**src/rtl/yla_pkg.sv**
```systemverilog
`timescale 1ns / 1ps
`default_nettype none
// ----------------------------------------------------------------------------
// yla_pkg
// Shared constants, register codes and coefficient helper for the luma
// adjust / greyscale pipeline.
// ----------------------------------------------------------------------------
package yla_pkg;

    // default number of fraction bits in the fixed-point datapath
    localparam int FRAC_BITS_DEF = 14;

    // pixel channel and stream widths
    localparam int PIX_W  = 8;
    localparam int DATA_W = 3 * PIX_W;

    // configuration port
    localparam int CFG_IDX_W  = 1;
    localparam int CFG_DATA_W = 9;

    localparam logic [CFG_IDX_W-1:0] REG_MODE   = 1'b0;
    localparam logic [CFG_IDX_W-1:0] REG_OFFSET = 1'b1;

    // mode codes
    localparam logic MODE_BRIGHT = 1'b0;
    localparam logic MODE_GREY   = 1'b1;

    // reset values
    localparam logic signed [CFG_DATA_W-1:0] OFFSET_RST = -9'sd100;

    // coefficient in thousandths scaled by 2^fb, exact halves rounded up
    function automatic longint coef(input longint milli, input int fb);
        longint scaled;
        scaled = milli * (longint'(1) << fb);
        return (scaled + 500) / 1000;
    endfunction

endpackage
`default_nettype wire

```
**src/rtl/yla_fwd.sv**
```systemverilog
`timescale 1ns / 1ps
`default_nettype none
// ----------------------------------------------------------------------------
// yla_fwd
// Forward RGB to YUV conversion in two register stages: coefficient
// products, then the three sums with the luma offset and mode applied.
// ----------------------------------------------------------------------------
module yla_fwd
    import yla_pkg::*;
#(
    parameter int FRAC_BITS = FRAC_BITS_DEF
) (
    input  wire                                      i_clk,
    input  wire                                      i_rst_n,
    input  wire                                      i_valid,
    output logic                                     o_ready,
    input  wire  [PIX_W-1:0]                         i_red,
    input  wire  [PIX_W-1:0]                         i_green,
    input  wire  [PIX_W-1:0]                         i_blue,
    input  wire                                      i_mode,
    input  wire  signed [CFG_DATA_W-1:0]             i_offset,
    output logic                                     o_valid,
    input  wire                                      i_ready,
    output logic signed [FRAC_BITS+10:0]             o_y,
    output logic signed [FRAC_BITS+10:0]             o_u,
    output logic signed [FRAC_BITS+10:0]             o_v
);

    localparam int CW = FRAC_BITS + 2;
    localparam int PW = FRAC_BITS + 10;
    localparam int YW = FRAC_BITS + 11;

    localparam logic [CW-1:0] C_YR = CW'(coef(299, FRAC_BITS));
    localparam logic [CW-1:0] C_YG = CW'(coef(587, FRAC_BITS));
    localparam logic [CW-1:0] C_YB = CW'(coef(114, FRAC_BITS));
    localparam logic [CW-1:0] C_UR = CW'(coef(147, FRAC_BITS));
    localparam logic [CW-1:0] C_UG = CW'(coef(289, FRAC_BITS));
    localparam logic [CW-1:0] C_UB = CW'(coef(436, FRAC_BITS));
    localparam logic [CW-1:0] C_VR = CW'(coef(615, FRAC_BITS));
    localparam logic [CW-1:0] C_VG = CW'(coef(515, FRAC_BITS));
    localparam logic [CW-1:0] C_VB = CW'(coef(100, FRAC_BITS));

    logic          r_v1;
    logic          r_v2;
    logic          adv1;
    logic          adv2;

    logic [PW-1:0] r_p_yr, r_p_yg, r_p_yb;
    logic [PW-1:0] r_p_ur, r_p_ug, r_p_ub;
    logic [PW-1:0] r_p_vr, r_p_vg, r_p_vb;

    logic signed [YW-1:0] n_y, n_u, n_v;
    logic signed [YW-1:0] r_y, r_u, r_v;
    logic signed [YW-1:0] off_fx;

    // stage advance, bubbles are filled while the far side stalls
    assign adv2    = !r_v2 || i_ready;
    assign adv1    = !r_v1 || adv2;
    assign o_ready = adv1;
    assign o_valid = r_v2;

    always_ff @(posedge i_clk) begin
        if (!i_rst_n) begin
            r_v1 <= 1'b0;
            r_v2 <= 1'b0;
        end else begin
            if (adv1) begin
                r_v1 <= i_valid;
            end
            if (adv2) begin
                r_v2 <= r_v1;
            end
        end
    end

    // stage 1: coefficient times channel, all unsigned
    always_ff @(posedge i_clk) begin
        if (adv1) begin
            r_p_yr <= PW'(C_YR) * PW'(i_red);
            r_p_yg <= PW'(C_YG) * PW'(i_green);
            r_p_yb <= PW'(C_YB) * PW'(i_blue);
            r_p_ur <= PW'(C_UR) * PW'(i_red);
            r_p_ug <= PW'(C_UG) * PW'(i_green);
            r_p_ub <= PW'(C_UB) * PW'(i_blue);
            r_p_vr <= PW'(C_VR) * PW'(i_red);
            r_p_vg <= PW'(C_VG) * PW'(i_green);
            r_p_vb <= PW'(C_VB) * PW'(i_blue);
        end
    end

    // luma offset aligned to the fraction point
    assign off_fx = {{2{i_offset[CFG_DATA_W-1]}}, i_offset, {FRAC_BITS{1'b0}}};

    // stage 2: signed sums, greyscale drops chroma and offset
    always_comb begin
        n_y = $signed(YW'(r_p_yr)) + $signed(YW'(r_p_yg)) + $signed(YW'(r_p_yb));
        n_u = $signed(YW'(r_p_ub)) - $signed(YW'(r_p_ur)) - $signed(YW'(r_p_ug));
        n_v = $signed(YW'(r_p_vr)) - $signed(YW'(r_p_vg)) - $signed(YW'(r_p_vb));
        if (i_mode == MODE_GREY) begin
            n_u = '0;
            n_v = '0;
        end else begin
            n_y = n_y + off_fx;
        end
    end

    always_ff @(posedge i_clk) begin
        if (adv2) begin
            r_y <= n_y;
            r_u <= n_u;
            r_v <= n_v;
        end
    end

    assign o_y = r_y;
    assign o_u = r_u;
    assign o_v = r_v;

endmodule
`default_nettype wire

```
**src/rtl/yla_inv.sv**
```systemverilog
`timescale 1ns / 1ps
`default_nettype none
// ----------------------------------------------------------------------------
// yla_inv
// Chroma part of the inverse conversion in two register stages: signed
// chroma products, then per-channel sums floored back to the fraction point.
// ----------------------------------------------------------------------------
module yla_inv
    import yla_pkg::*;
#(
    parameter int FRAC_BITS = FRAC_BITS_DEF
) (
    input  wire                                      i_clk,
    input  wire                                      i_rst_n,
    input  wire                                      i_valid,
    output logic                                     o_ready,
    input  wire  signed [FRAC_BITS+10:0]             i_y,
    input  wire  signed [FRAC_BITS+10:0]             i_u,
    input  wire  signed [FRAC_BITS+10:0]             i_v,
    output logic                                     o_valid,
    input  wire                                      i_ready,
    output logic signed [FRAC_BITS+10:0]             o_y,
    output logic signed [FRAC_BITS+14:0]             o_cr,
    output logic signed [FRAC_BITS+14:0]             o_cg,
    output logic signed [FRAC_BITS+14:0]             o_cb
);

    localparam int CW = FRAC_BITS + 2;
    localparam int YW = FRAC_BITS + 11;
    localparam int MW = YW + CW + 1;
    localparam int SW = MW + 1 - FRAC_BITS;

    localparam logic signed [CW:0] C_RV = {1'b0, CW'(coef(1140, FRAC_BITS))};
    localparam logic signed [CW:0] C_GU = {1'b0, CW'(coef(395, FRAC_BITS))};
    localparam logic signed [CW:0] C_GV = {1'b0, CW'(coef(580, FRAC_BITS))};
    localparam logic signed [CW:0] C_BU = {1'b0, CW'(coef(2036, FRAC_BITS))};

    logic                 r_v3;
    logic                 r_v4;
    logic                 adv3;
    logic                 adv4;

    logic signed [YW-1:0] r_y3;
    logic signed [YW-1:0] r_y4;
    logic signed [MW-1:0] r_prv, r_pgu, r_pgv, r_pbu;
    logic signed [MW:0]   n_gsum;
    logic signed [SW-1:0] r_cr, r_cg, r_cb;

    assign adv4    = !r_v4 || i_ready;
    assign adv3    = !r_v3 || adv4;
    assign o_ready = adv3;
    assign o_valid = r_v4;

    always_ff @(posedge i_clk) begin
        if (!i_rst_n) begin
            r_v3 <= 1'b0;
            r_v4 <= 1'b0;
        end else begin
            if (adv3) begin
                r_v3 <= i_valid;
            end
            if (adv4) begin
                r_v4 <= r_v3;
            end
        end
    end

    // stage 3: chroma products carrying twice the fraction bits
    always_ff @(posedge i_clk) begin
        if (adv3) begin
            r_y3  <= i_y;
            r_prv <= MW'(i_v) * MW'(C_RV);
            r_pgu <= MW'(i_u) * MW'(C_GU);
            r_pgv <= MW'(i_v) * MW'(C_GV);
            r_pbu <= MW'(i_u) * MW'(C_BU);
        end
    end

    // green takes both negated terms before the floor
    assign n_gsum = -(MW+1)'(r_pgu) - (MW+1)'(r_pgv);

    // stage 4: arithmetic shift gives the floor towards minus infinity
    always_ff @(posedge i_clk) begin
        if (adv4) begin
            r_y4 <= r_y3;
            r_cr <= SW'(r_prv >>> FRAC_BITS);
            r_cg <= SW'(n_gsum >>> FRAC_BITS);
            r_cb <= SW'(r_pbu >>> FRAC_BITS);
        end
    end

    assign o_y  = r_y4;
    assign o_cr = r_cr;
    assign o_cg = r_cg;
    assign o_cb = r_cb;

endmodule
`default_nettype wire

```
**src/rtl/yla_clamp.sv**
```systemverilog
`timescale 1ns / 1ps
`default_nettype none
// ----------------------------------------------------------------------------
// yla_clamp
// Adds luma to each chroma term, clamps to 0..255 and drops the fraction,
// into the output register that faces the result stream.
// ----------------------------------------------------------------------------
module yla_clamp
    import yla_pkg::*;
#(
    parameter int FRAC_BITS = FRAC_BITS_DEF
) (
    input  wire                                      i_clk,
    input  wire                                      i_rst_n,
    input  wire                                      i_valid,
    output logic                                     o_ready,
    input  wire  signed [FRAC_BITS+10:0]             i_y,
    input  wire  signed [FRAC_BITS+14:0]             i_cr,
    input  wire  signed [FRAC_BITS+14:0]             i_cg,
    input  wire  signed [FRAC_BITS+14:0]             i_cb,
    output logic                                     o_valid,
    input  wire                                      i_ready,
    output logic [DATA_W-1:0]                        o_data
);

    localparam int YW = FRAC_BITS + 11;
    localparam int SW = FRAC_BITS + 15;
    localparam int TW = SW + 1;

    localparam logic signed [TW-1:0] C_MAX = TW'(255) <<< FRAC_BITS;

    logic              r_v5;
    logic              adv5;
    logic [PIX_W-1:0]  n_red, n_green, n_blue;
    logic [DATA_W-1:0] r_data;

    // clamp one channel and keep its integer part
    function automatic logic [PIX_W-1:0] sat(input logic signed [YW-1:0] y,
                                             input logic signed [SW-1:0] c);
        logic signed [TW-1:0] t;
        t = TW'(y) + TW'(c);
        if (t[TW-1]) begin
            return '0;
        end else if (t > C_MAX) begin
            return '1;
        end else begin
            return t[FRAC_BITS +: PIX_W];
        end
    endfunction

    assign n_red   = sat(i_y, i_cr);
    assign n_green = sat(i_y, i_cg);
    assign n_blue  = sat(i_y, i_cb);

    assign adv5    = !r_v5 || i_ready;
    assign o_ready = adv5;
    assign o_valid = r_v5;
    assign o_data  = r_data;

    always_ff @(posedge i_clk) begin
        if (!i_rst_n) begin
            r_v5 <= 1'b0;
        end else if (adv5) begin
            r_v5 <= i_valid;
        end
    end

    // stage 5: output register, red in the lowest byte
    always_ff @(posedge i_clk) begin
        if (adv5) begin
            r_data <= {n_blue, n_green, n_red};
        end
    end

endmodule
`default_nettype wire

```
**src/rtl/yuv_luma_adjust_or_greyscale_top.sv**
```systemverilog
`timescale 1ns / 1ps
`default_nettype none
// ----------------------------------------------------------------------------
// yuv_luma_adjust_or_greyscale_top
// RGB pixel stream through YUV and back, with a luma offset or greyscale.
// ----------------------------------------------------------------------------
// Each RGB item is converted to YUV in fixed point with FRAC_BITS fraction
// bits, then either has the signed luma offset added (mode 0) or has its
// chroma dropped (mode 1, greyscale), and is converted back to RGB with every
// channel clamped to 0..255. The block takes one item per clock while the
// output is not stalled. Each result passes through two stages of forward
// conversion (products, sums), two of chroma inversion (products, floored
// sums) and the clamp stage that is the output register. A stalled output
// holds the pipeline stage by stage, so bubbles are still squeezed out while
// waiting. Configuration writes are always ready; write them only while no
// item is in flight.
// ----------------------------------------------------------------------------
module yuv_luma_adjust_or_greyscale_top
    import yla_pkg::*;
#(
    parameter int FRAC_BITS = FRAC_BITS_DEF
) (
    input  wire                     i_clk,
    input  wire                     i_rst_n,
    // pixel in
    input  wire                     i_s_axis_tvalid,
    output logic                    o_s_axis_tready,
    input  wire  [DATA_W-1:0]       i_s_axis_tdata,  // in_red, in_green, in_blue
    // pixel out
    output logic                    o_m_axis_tvalid,
    input  wire                     i_m_axis_tready,
    output logic [DATA_W-1:0]       o_m_axis_tdata,  // out_red, out_green, out_blue
    // configuration writes
    input  wire                     i_cfg_valid,
    output logic                    o_cfg_ready,
    input  wire  [CFG_IDX_W-1:0]    i_cfg_index,
    input  wire  [CFG_DATA_W-1:0]   i_cfg_data
);

    localparam int YW = FRAC_BITS + 11;
    localparam int SW = FRAC_BITS + 15;

    logic                         r_mode;
    logic signed [CFG_DATA_W-1:0] r_offset;

    logic                 fwd_valid, fwd_ready;
    logic signed [YW-1:0] fwd_y, fwd_u, fwd_v;
    logic                 inv_valid, inv_ready;
    logic signed [YW-1:0] inv_y;
    logic signed [SW-1:0] inv_cr, inv_cg, inv_cb;

    // configuration registers
    assign o_cfg_ready = 1'b1;

    always_ff @(posedge i_clk) begin
        if (!i_rst_n) begin
            r_mode   <= MODE_BRIGHT;
            r_offset <= OFFSET_RST;
        end else if (i_cfg_valid) begin
            unique case (i_cfg_index)
                REG_MODE:   r_mode   <= i_cfg_data[0];
                REG_OFFSET: r_offset <= $signed(i_cfg_data);
                default:    ;
            endcase
        end
    end

    yla_fwd #(
        .FRAC_BITS (FRAC_BITS)
    ) u_fwd (
        .i_clk    (i_clk),
        .i_rst_n  (i_rst_n),
        .i_valid  (i_s_axis_tvalid),
        .o_ready  (o_s_axis_tready),
        .i_red    (i_s_axis_tdata[0*PIX_W +: PIX_W]),
        .i_green  (i_s_axis_tdata[1*PIX_W +: PIX_W]),
        .i_blue   (i_s_axis_tdata[2*PIX_W +: PIX_W]),
        .i_mode   (r_mode),
        .i_offset (r_offset),
        .o_valid  (fwd_valid),
        .i_ready  (fwd_ready),
        .o_y      (fwd_y),
        .o_u      (fwd_u),
        .o_v      (fwd_v)
    );

    yla_inv #(
        .FRAC_BITS (FRAC_BITS)
    ) u_inv (
        .i_clk   (i_clk),
        .i_rst_n (i_rst_n),
        .i_valid (fwd_valid),
        .o_ready (fwd_ready),
        .i_y     (fwd_y),
        .i_u     (fwd_u),
        .i_v     (fwd_v),
        .o_valid (inv_valid),
        .i_ready (inv_ready),
        .o_y     (inv_y),
        .o_cr    (inv_cr),
        .o_cg    (inv_cg),
        .o_cb    (inv_cb)
    );

    yla_clamp #(
        .FRAC_BITS (FRAC_BITS)
    ) u_clamp (
        .i_clk   (i_clk),
        .i_rst_n (i_rst_n),
        .i_valid (inv_valid),
        .o_ready (inv_ready),
        .i_y     (inv_y),
        .i_cr    (inv_cr),
        .i_cg    (inv_cg),
        .i_cb    (inv_cb),
        .o_valid (o_m_axis_tvalid),
        .i_ready (i_m_axis_tready),
        .o_data  (o_m_axis_tdata)
    );

endmodule
`default_nettype wire
```
**config.mk**
```make
export PLATFORM = sky130hd
export DESIGN_NAME = yuv_luma_adjust_or_greyscale_top
export DESIGN_NICKNAME = d
export VERILOG_FILES = /design/src/rtl/yla_pkg.sv /design/src/rtl/yla_fwd.sv /design/src/rtl/yla_inv.sv /design/src/rtl/yla_clamp.sv /design/src/rtl/yuv_luma_adjust_or_greyscale_top.sv
export SDC_FILE = /design/constraint.sdc
export NUM_CORES = 2
export LEC_CHECK = 0
export BUFFER_PORTS_ARGS = -buffer_cell sky130_fd_sc_hd__clkbuf_2
export CORE_UTILIZATION = 40
export CTS_BUF_LIST = sky130_fd_sc_hd__clkbuf_8
export CTS_CLUSTER_SIZE = 40
export DETAILED_ROUTE_END_ITERATION = 10
export HOLD_SLACK_MARGIN = 0.12
export PLACE_DENSITY_LB_ADDON = 0.15
export SYNTH_ARGS = -nofsm -noshare
export SYNTH_HDL_FRONTEND = slang
export SYNTH_HIERARCHICAL = 1
export SYNTH_SLANG_ARGS = --single-unit
```
**constraint.sdc**
```tcl
create_clock -name i_clk -period 16.27 [get_ports i_clk]
set_clock_uncertainty 0.05 [all_clocks]
set_input_delay 3.254 -clock i_clk [delete_from_list [all_inputs] [get_ports i_clk]]
set_output_delay 3.254 -clock i_clk [all_outputs]
set_load 0.02 [all_outputs]
```
---- After elaboration in Yosys (flattened, before gate mapping) ----
Index checks and enable logic that the tools add are counted.
storage, ports and cells
  logic and storage cells ................. 76
  bits in registers ....................... 583
  output and inout port bits .............. 27
cells by class
  $lt $le $gt $ge ......................... 3
  multiplexer cells ....................... 4
  add/subtract/negate cells ............... 12
  reductions and logical operators ........ 12
  bitwise gates (word level) .............. 1
  $mul .................................... 13
operators by type and width
  kind                    count
  $gt 30x23->1 const B    3
  $mul 13x8->21 const A   4
  $mul 25x15->40 const B  2
  $neg 39->43             1
  $sub 43x40->43          1
  $mul 25x16->41 const B  1
  $mul 25x11->36 const B  1
  $mul 9x8->17 const A    2
  $add 25x29->30          1
  $add 25x28->29          1
  $add 25x27->28          1
  $add 25x20->25          1
  $add 25x23->25          1
  $mux 25                 1
  $sub 25x20->25          1
  $sub 25x22->25          1
  $mux 8                  3
  $add 21x22->23          1
  $sub 22x22->23          1
  $mul 14x8->22 const A   1
  $sub 21x20->22          1
  $mul 12x8->20 const A   1
  $mul 10x8->18 const A   1
  $logic_not 1->1         5
  3 further kinds         8

---- Longest topological paths before layout ----
  word-level depth ........................ 6
  depth in mapped cells ................... 23
  depth with buffers taken out ............ 23

---- Hierarchy ----
Netlist, hierarchy kept.
modules (own cells, without submodules)
  module                            cells an instance  area each (um2)  times used
  yla_inv                           2965               32228.4          1
  yla_fwd                           2435               25319.3          1
  yla_clamp                         679                5216.3           1
  yuv_luma_adjust_or_greyscale_top  47                 419.2            1

---- Worst setup path after synthesis ----
OpenSTA, ideal clock, no wires.
  path kind ............................... in2out
  start point ............................. in i_m_axis_tready
  end point ............................... out o_s_axis_tready
  stages on the path ...................... 5
  slack ................................... 1.351 ns
  path buffers ............................ 0
  data arrival time ....................... 11.615 ns
  path through ............................ nand2b_1 > nor2b_1 > nand2_1 > nor2b_1 > nand2_1
on the way
  longest elaborated chain between the ends .. 5
RTL lines
  item                 line                                    RTL
  start: declaration   yuv_luma_adjust_or_greyscale_top.sv:31  input wire i_m_axis_tready,
  $logic_or 1x1->1     yla_clamp.sv:55                         assign adv5 = !r_v5 || i_ready;
  $logic_or 1x1->1     yla_inv.sv:49                           assign adv4 = !r_v4 || i_ready;
  $logic_or 1x1->1     yla_inv.sv:50                           assign adv3 = !r_v3 || adv4;
  named net fwd_ready  yuv_luma_adjust_or_greyscale_top.sv:46  logic fwd_valid, fwd_ready;
  $logic_or 1x1->1     yla_fwd.sv:57                           assign adv2 = !r_v2 || i_ready;
  $logic_or 1x1->1     yla_fwd.sv:58                           assign adv1 = !r_v1 || adv2;
  end: declaration     yuv_luma_adjust_or_greyscale_top.sv:27  output logic o_s_axis_tready,
The timed path passes the listed nets, and every way through them passes these cells.

---- Worst setup path in the final report ----
  start point ............................. in i_m_axis_tready
  end point ............................... out o_s_axis_tready
on the way
  longest elaborated chain between the ends .. 5
RTL lines
  item                 line                                    RTL
  $logic_or 1x1->1     yla_clamp.sv:55
  named net inv_ready  yuv_luma_adjust_or_greyscale_top.sv:48  logic inv_valid, inv_ready;
  $logic_or 1x1->1     yla_inv.sv:49
  $logic_or 1x1->1     yla_inv.sv:50
  named net fwd_ready  yuv_luma_adjust_or_greyscale_top.sv:46
  $logic_or 1x1->1     yla_fwd.sv:57
  $logic_or 1x1->1     yla_fwd.sv:58
The timed path passes the listed nets, and every way through them passes these cells.

==> results.toml <==
[route]
drt_pre_antenna_iters = 5
wl_per_cell_um = 18.7
vias_per_cell = 5.06
routed_wl_um = 157000
first_iter_violations = 2283
antenna_left = 0
vias = 42400
drc = 0

[global_routing]
grt_antenna_before_repair = 5
grt_overflow = 0
grt_pass1_wl_um = 245000
grt_max_degree = 71
track_usage = 0.200
grt_pass1_vias = 43300

[worst_setup_path]
crit_type = "in -> out"
crit_path_cell_trace = "clkbuf_2 > nand2b_1 > nor2b_1 > nand2_4 > nor2b_1 > nand2_4 > clkbuf_2"
worst-path-buf-inv = 2
crit_family = "simple AND/OR/NAND/NOR gates"
slowest_delay_ns = 0.69
critPathSlowestCell = "nor2b_1"
worstPathMaxFanout = 31
required_ns = 12.97
worst_ep_arrival_time_ns = 6.34
cp-start-kind = "input pin"
cp-startpoint = "i_m_axis_tready"
rr_startpoint = "u_fwd/o_v[23]"
endpoint_kind = "output pin"

[yosys]
synthTopCellsByArea = "edfxtp_1, ha_1, fa_1, inv_1, xnor2_1"
synth_commonest_cells = "inv_1, ha_1, fa_1, edfxtp_1, a21oi_1"
synth.distinct_cells = 112
netlist.area_leader.share = 0.249
yosys_most_used_dff = "edfxtp_1"
synth.ff_latch_count = 539
yosys.cell_count.top_type = "inv_1"
syn_area_mm2 = 0.0632
synth_top_area_cell = "edfxtp_1"
ys_async_sr_fraction = 0
synth_edf_count = 524
yosysSeqAreaShare = 0.254
synth.net_count = 7849
yosysWarnings = 6
syn_inst = 6126
synth.avg_cell_area_um2 = 10.3

[floorplanning]
row_count = 145
core_region_area_mm2 = 0.157
die_h_um = 399
die_w_um = 399
io-pin-count = 66
die-area_mm2 = 0.160
initial_core_util = 0.404

[clocking]
clk_latency_ns = 0.80
path_clk_slew_ns = 0.06
cts_sinks = 539
cts-root-buf = "clkbuf_8"
h-tree-depth = 3
clockBufferDepth = 3
cts_setup_buffers = 0
ctsHoldBuffers = 0
cts_resized = 0
cts_tree = "built"
cts_buffers = 99

[sta]
final_hold_viol_count = 0
max_slew_margin = 0.210
finalSetupTns_ns = 0
setup_viol = 0
finalCritPeriodShare = 0.593
drv_slew = 0
max_slew.worst_pin.slew_ns = 1.19
period_needed_ns = 9.64
grt_setup_unrepaired = "false"
fmax_mhz = 104

[hold_path]
hp-class = "reg -> reg"
holdCritStartpoint = "u_inv/r_pbu[26]"

[final_layout]
area_growth_pct = 7.71
final_nets = 7964
layout-drive-gt1-share = 0.0555
fillerInstances = 15200

[placement]
place_congestion = 0.892
io_buffers = 64
dp_hpwl_um = 132000

[flow_run]
maxCapViolCount = 0

[status]
status = "finished clean"
==> per-stage QoR <==
step,setup WS [ns],utilization,std cells,hold WS (ns),instance area (µm²)
3_3_place_gp,6.62,0.421,8198,0.351,65900
2_1_floorplan,1.35,-,6126,0.350,63200
5_1_grt,6.28,0.435,8384,0.339,68100
6_report,6.63,0.435,8386,0.337,68100
4_1_cts,6.54,0.435,8383,0.324,68000
3_5_place_dp,6.56,0.421,8198,0.355,65900
==> area by class of cell <==
| class | count | area [µm²] | area share |
|---|---|---|---|
| antenna | 3 | 7.51 | 0.000110 |
| clock buffer | 104 | 1430 | 0.0210 |
| timing repair buffer | 77 | 418 | 0.00614 |
| tap | 2058 | 2570 | 0.0378 |
| multi-input combinational | 4260 | 42100 | 0.619 |
| sequential | 539 | 16000 | 0.236 |
| clock inverter | 81 | 742 | 0.0109 |
| inverter | 1264 | 4750 | 0.0698 |
==> sequential cells by signal, indices dropped and copies added, names as in the netlist, 12 cells and up <==
register	cells
u_fwd/r_p_vg	21
u_fwd/o_y	25
u_inv/o_y	25
u_fwd/o_v	22
u_inv/o_cb	28
u_clamp/o_data	24
u_fwd/r_p_ug	19
u_inv/r_pgu	35
u_fwd/r_p_yb	12
u_fwd/r_p_vr	20
u_fwd/r_p_ur	16
u_inv/o_cg	29
u_inv/r_y3	25
u_inv/r_pgv	40
u_fwd/r_p_vb	18
u_inv/r_pbu	29
u_fwd/r_p_yg	21
u_fwd/r_p_ub	19
u_fwd/r_p_yr	19
u_inv/o_cr	27
u_inv/r_prv	27
u_fwd/o_u	23
==> metal layers <==
layer  vias up  routed length (µm)  track usage
li1      21100                   -            -
met1     20500               73000        0.267
met2       692               74700        0.340
met3       154                4850       0.0227
met4         0                4210       0.0550
met5         -                   0            0
==> kinds of logic after synthesis <==
group                      count (synthesis)  synth area share
buffers and inverters                   1327            0.0802
AOI/OAI and AO/OA                       1176             0.125
and+or+nand+nor                          957            0.0738
DFF                                      539             0.254
other                                      2          0.000119
adders and majority gates               1684             0.405
xor gates and xnor gates                 420            0.0583
muxes                                     21           0.00341
==> worst paths after layout <==
kind                                   endpoint  slack [ns]  depth (start not counted)
worst max-delay path            o_s_axis_tready        6.63                          7
worst min-delay path             u_inv/o_cb[12]        0.34                          0
worst max register to register  u_inv/r_pgv[34]        9.46                         20
worst min register to register   u_inv/o_cb[12]        0.34                          0
==> cell usage in the layout, fill, tap and decap left out, types with 83 or more instances in the layout <==
master,count
a21o_1,161
a21oi_1,354
clkbuf_8,104
edfxtp_1,524
fa_1,603
ha_1,1081
inv_1,1286
nand2_1,244
nand3_1,83
nor2_1,276
o21ai_0,145
xnor2_1,287
xor2_1,132
Power is not shown: default switching activity piles up to over one toggle a cycle in this logic, so the estimate is an artifact.
